`src/rtl/core/srse_ram.sv`:
```
// ----------------------------------------------------------------------------
// srse_ram
// Simple dual-port RAM, one write port, one registered read port.
// ----------------------------------------------------------------------------
module srse_ram #(
  parameter int WIDTH = 8,
  parameter int DEPTH = 16,
  parameter int AW    = $clog2(DEPTH)
) (
  input  logic             clk,
  input  logic             we,
  input  logic [AW-1:0]    waddr,
  input  logic [WIDTH-1:0] wdata,
  input  logic [AW-1:0]    raddr,
  output logic [WIDTH-1:0] rdata
);

  logic [WIDTH-1:0] mem [DEPTH];

  always_ff @(posedge clk) begin
    if (we) begin
      mem[waddr] <= wdata;
    end
    rdata <= mem[raddr];
  end

endmodule

```
`config.mk`:
```
export PLATFORM = sky130hd
export DESIGN_NAME = srse_ram
export DESIGN_NICKNAME = d
export VERILOG_FILES = /design/src/rtl/core/srse_ram.sv
export SDC_FILE = /design/constraint.sdc
export NUM_CORES = 1
export LEC_CHECK = 0
export ABC_AREA = 1
export BUFFER_PORTS_ARGS = -buffer_cell sky130_fd_sc_hd__buf_2
export CORE_ASPECT_RATIO = 1.2
export CORE_MARGIN = 1
export CORE_UTILIZATION = 50
export CTS_CLUSTER_DIAMETER = 80
export DETAILED_ROUTE_END_ITERATION = 7
export GPL_TIMING_DRIVEN = 0
export PLACE_DENSITY_LB_ADDON = 0.12
export SYNTH_ARGS = -nofsm -noshare
export SYNTH_HDL_FRONTEND = slang
export SYNTH_SLANG_ARGS = --single-unit
```
`constraint.sdc`:
```
create_clock -name clk -period 2.8 [get_ports clk]
set_clock_uncertainty 0.1 [all_clocks]
set_input_delay 0.84 -clock clk [delete_from_list [all_inputs] [get_ports clk]]
set_output_delay 0.84 -clock clk [all_outputs]
set_load 0.01 [all_outputs]
```
==> metrics.md <==
| Metric | Value |
|---|---|
| Worst Hold Depth | 6 |
| Origin of the critical flop-to-flop path | mem[9][2] |
| Syn Nets | 569 |
| Drt initial violations | 266 |
| Wire length per cell | 18.3 um |
| Final count of negative-setup-slack endpoints | 0 |
| Cts hold-fix bufs | 0 |
| Reg2reg setup slack | 1680 ps |
| Count leader, synth | nand2_1 |
| Min-delay src | mem[9][6] |
| Async SR Flop Fraction | 0% |
| Fin Hold WS | 615 ps |
| Maximum VDD drop | 0.425 mV |
| Register area share after synthesis | 69.4% |
| Pre-antenna DRT Iters | 5 |
| Clk sinks | 136 |
| Power, Total | 4720 uW |
| Cell family with most CP delay | simple AND/OR/NAND/NOR gates |
| CP max-delay cell | nor2_1 |
| Synth cell types | 12 |
| Run status | completed |
| Most frequent cells after synthesis | nand2_1, edfxtp_1, inv_1 |
| Slew HR | 38.0% |
| Average size of a mapped cell | 10.5 um^2 |
| Synth top area share | 66.7% |
| Seq cells post-synth | 136 |
| Worst-Skew Late Latency | 430 ps |
| Standard-cell row count | 42 |
| Setup TNS | 0 ps |
| Hold Path Class | reg2reg |
| Cell taking the most area after synthesis | edfxtp_1 |
| # DRC | 0 |
| Final nets | 610 |
| Largest cells by area after synthesis | edfxtp_1, nand2_1, nand3_1 |
| Syn Inst Count | 551 |
| Final Critical Period | 1970 ps |
| Vias per cell | 5.18 |
| Crit share post-route | 70.2% |
| Initial Utilization | 51.8% |
| Port Buffers | 22 |
| IO Pins | 26 |
| Slew @ Worst Pin | 926 ps |
| Wire length of the first global-routing pass | 21600 um |
| P per Cell Area | 712 nW/um^2 |
| H-tree Lvls | 4 |
| Place WS | 381 ps |
| Core Area | 11100 um^2 |
| Worst EP required | 2750 ps |
| Critical R2R Capture | rdata[2] |
| Hold worst-path end | rdata[6] |
| Share of layout cells above drive strength 1 | 12.6% |
| RD Place Congestion | 0.860 |
| Post-Route WL | 13900 um |
| CP cell instances | buf_2 -> nand3b_1 -> nor2_1 |
| CP Max Fanout | 8 |
| Fmax | 509 MHz |
| Ant diodes | 0 |
| CP Class | in2reg |
| Die Span Y | 120 um |
| Max stage delay on crit path | 730 ps |
| Max Buffers Root-to-Sink | 2 |
| CTS tree | built |
| DIE WIDTH | 100 um |
| Vias after detailed routing | 3926 |
| Ys flop type | edfxtp_1 |
| Fin. max-slew vios | 0 |
| R2R depth | 6 |
| Die ar. | 12000 um^2 |
| Grt total ovfl | 0 |
| CP Data Arrival Time | 1910 ps |
| Yosys warning count | 0 |
| Post-Syn Area | 5770 um^2 |
| Dpl hpwl | 9060 um |
| Number of buffers created by CTS | 17 |
| Critical path startpoint category | input port |
| Post_cts resized | 0 |
| Setup crit end kind | register |
| Post-DRT Antenna Nets | 0 |
| Postcts setup bufs | 0 |
| Initial antenna violation count | 0 |
| CTS clk-pin slew, worst paths | 60 ps |
| Max-cap violations | 0 |
| Pin count of the biggest net entering global routing | 17 |
| Number of global-route vias before repair | 3760 |
| Fin. Hold Viols | 0 |
| Total GRT Usage | 25.6% |
| Area grow syn2layout | 14.9% |
| Root cell of the clock tree | clkbuf_16 |
| CP bufs+invs | 1 |
| Final worst slack | 835 ps |
| EDFF count, synth | 128 |
| RSZ-0062 raised after global routing | false |
| P_leak | 0.00288 uW |
==> flip-flops by register name, indices dropped and copies added (netlist names) <==
register / count
mem: 128
rdata: 8
==> kinds of logic after synthesis <==
kind of cell	after synthesis	share of synthesized area, %
buf+inv	126	9.52
flops	136	69.4
simple gates	289	21.0
==> through the flow <==
step / utilization (%) / instances / instance area, um^2
6_report: 59.5 / 758 / 6630
5_1_grt: 59.5 / 758 / 6630
4_1_cts: 59.5 / 758 / 6630
3_5_place_dp: 54.5 / 727 / 6070
3_3_place_gp: 54.5 / 727 / 6070
2_1_floorplan: - / 551 / 5770
==> final cells by class <==
class	count	area (um^2)
fillers	972	4510
plain buffers	24	166
flip-flops and latches	136	4000
repair buffers	22	110
clock buffers	17	425
inverters	102	383
well taps	154	193
clock inverters	14	134
multi-input cells	289	1210
==> layer usage <==
| layer | GRT usage (%) | share of wire (%) | up-vias |
|---|---|---|---|
| met3 | 6.52 | 7.4 | 20 |
| met2 | 38.6 | 46 | 160 |
| met5 | 0 | 0 | - |
| li1 | - | - | 1856 |
| met4 | 8.33 | 1.7 | 0 |
| met1 | 36.6 | 44 | 1890 |
==> tightest hold or removal path: stages, from the launching register on <==
cell,delay (ps)
edfxtp_1,320
inv_1,40
nand2_1,40
nand3_1,60
nand3_1,80
nand3_1,60
nand2_1,70
==> power by group <==
| part | total, uW | internal [uW] | leakage (uW) | switching, uW |
|---|---|---|---|---|
| Clock | 2130 | 1290 | 0.000274 | 841 |
| Combinational | 301 | 87.5 | 0.00139 | 213 |
| Sequential | 2290 | 2280 | 0.00122 | 10.5 |
==> cell usage in the layout, fill, tap and decap left out, drive strengths merged <==
cell type	Yosys	layout
clkbuf	0	17
edfxtp	128	128
buf	24	46
clkinv	0	9
inv	102	103
nand2	173	173
nand3b	2	2
nor2	17	17
nand3	97	97
bufinv	0	2
clkinvlp	0	2
dfxtp	8	8
==> worst max-delay path by stage <==
| stage | cells past startpoint | slack [ps] | endpoint | from |
|---|---|---|---|---|
| after floorplan | 2 | 910 | mem[10][0] | waddr[2] |
| after global placement | 3 | 420 | mem[4][4] | waddr[3] |
| final | 3 | 830 | mem[5][4] | waddr[3] |
| after global routing | 3 | 770 | mem[4][7] | waddr[3] |
| after CTS | 3 | 830 | mem[4][7] | waddr[3] |
| after detailed placement | 3 | 380 | mem[4][4] | waddr[3] |
(Power assumes the default switching activity.)
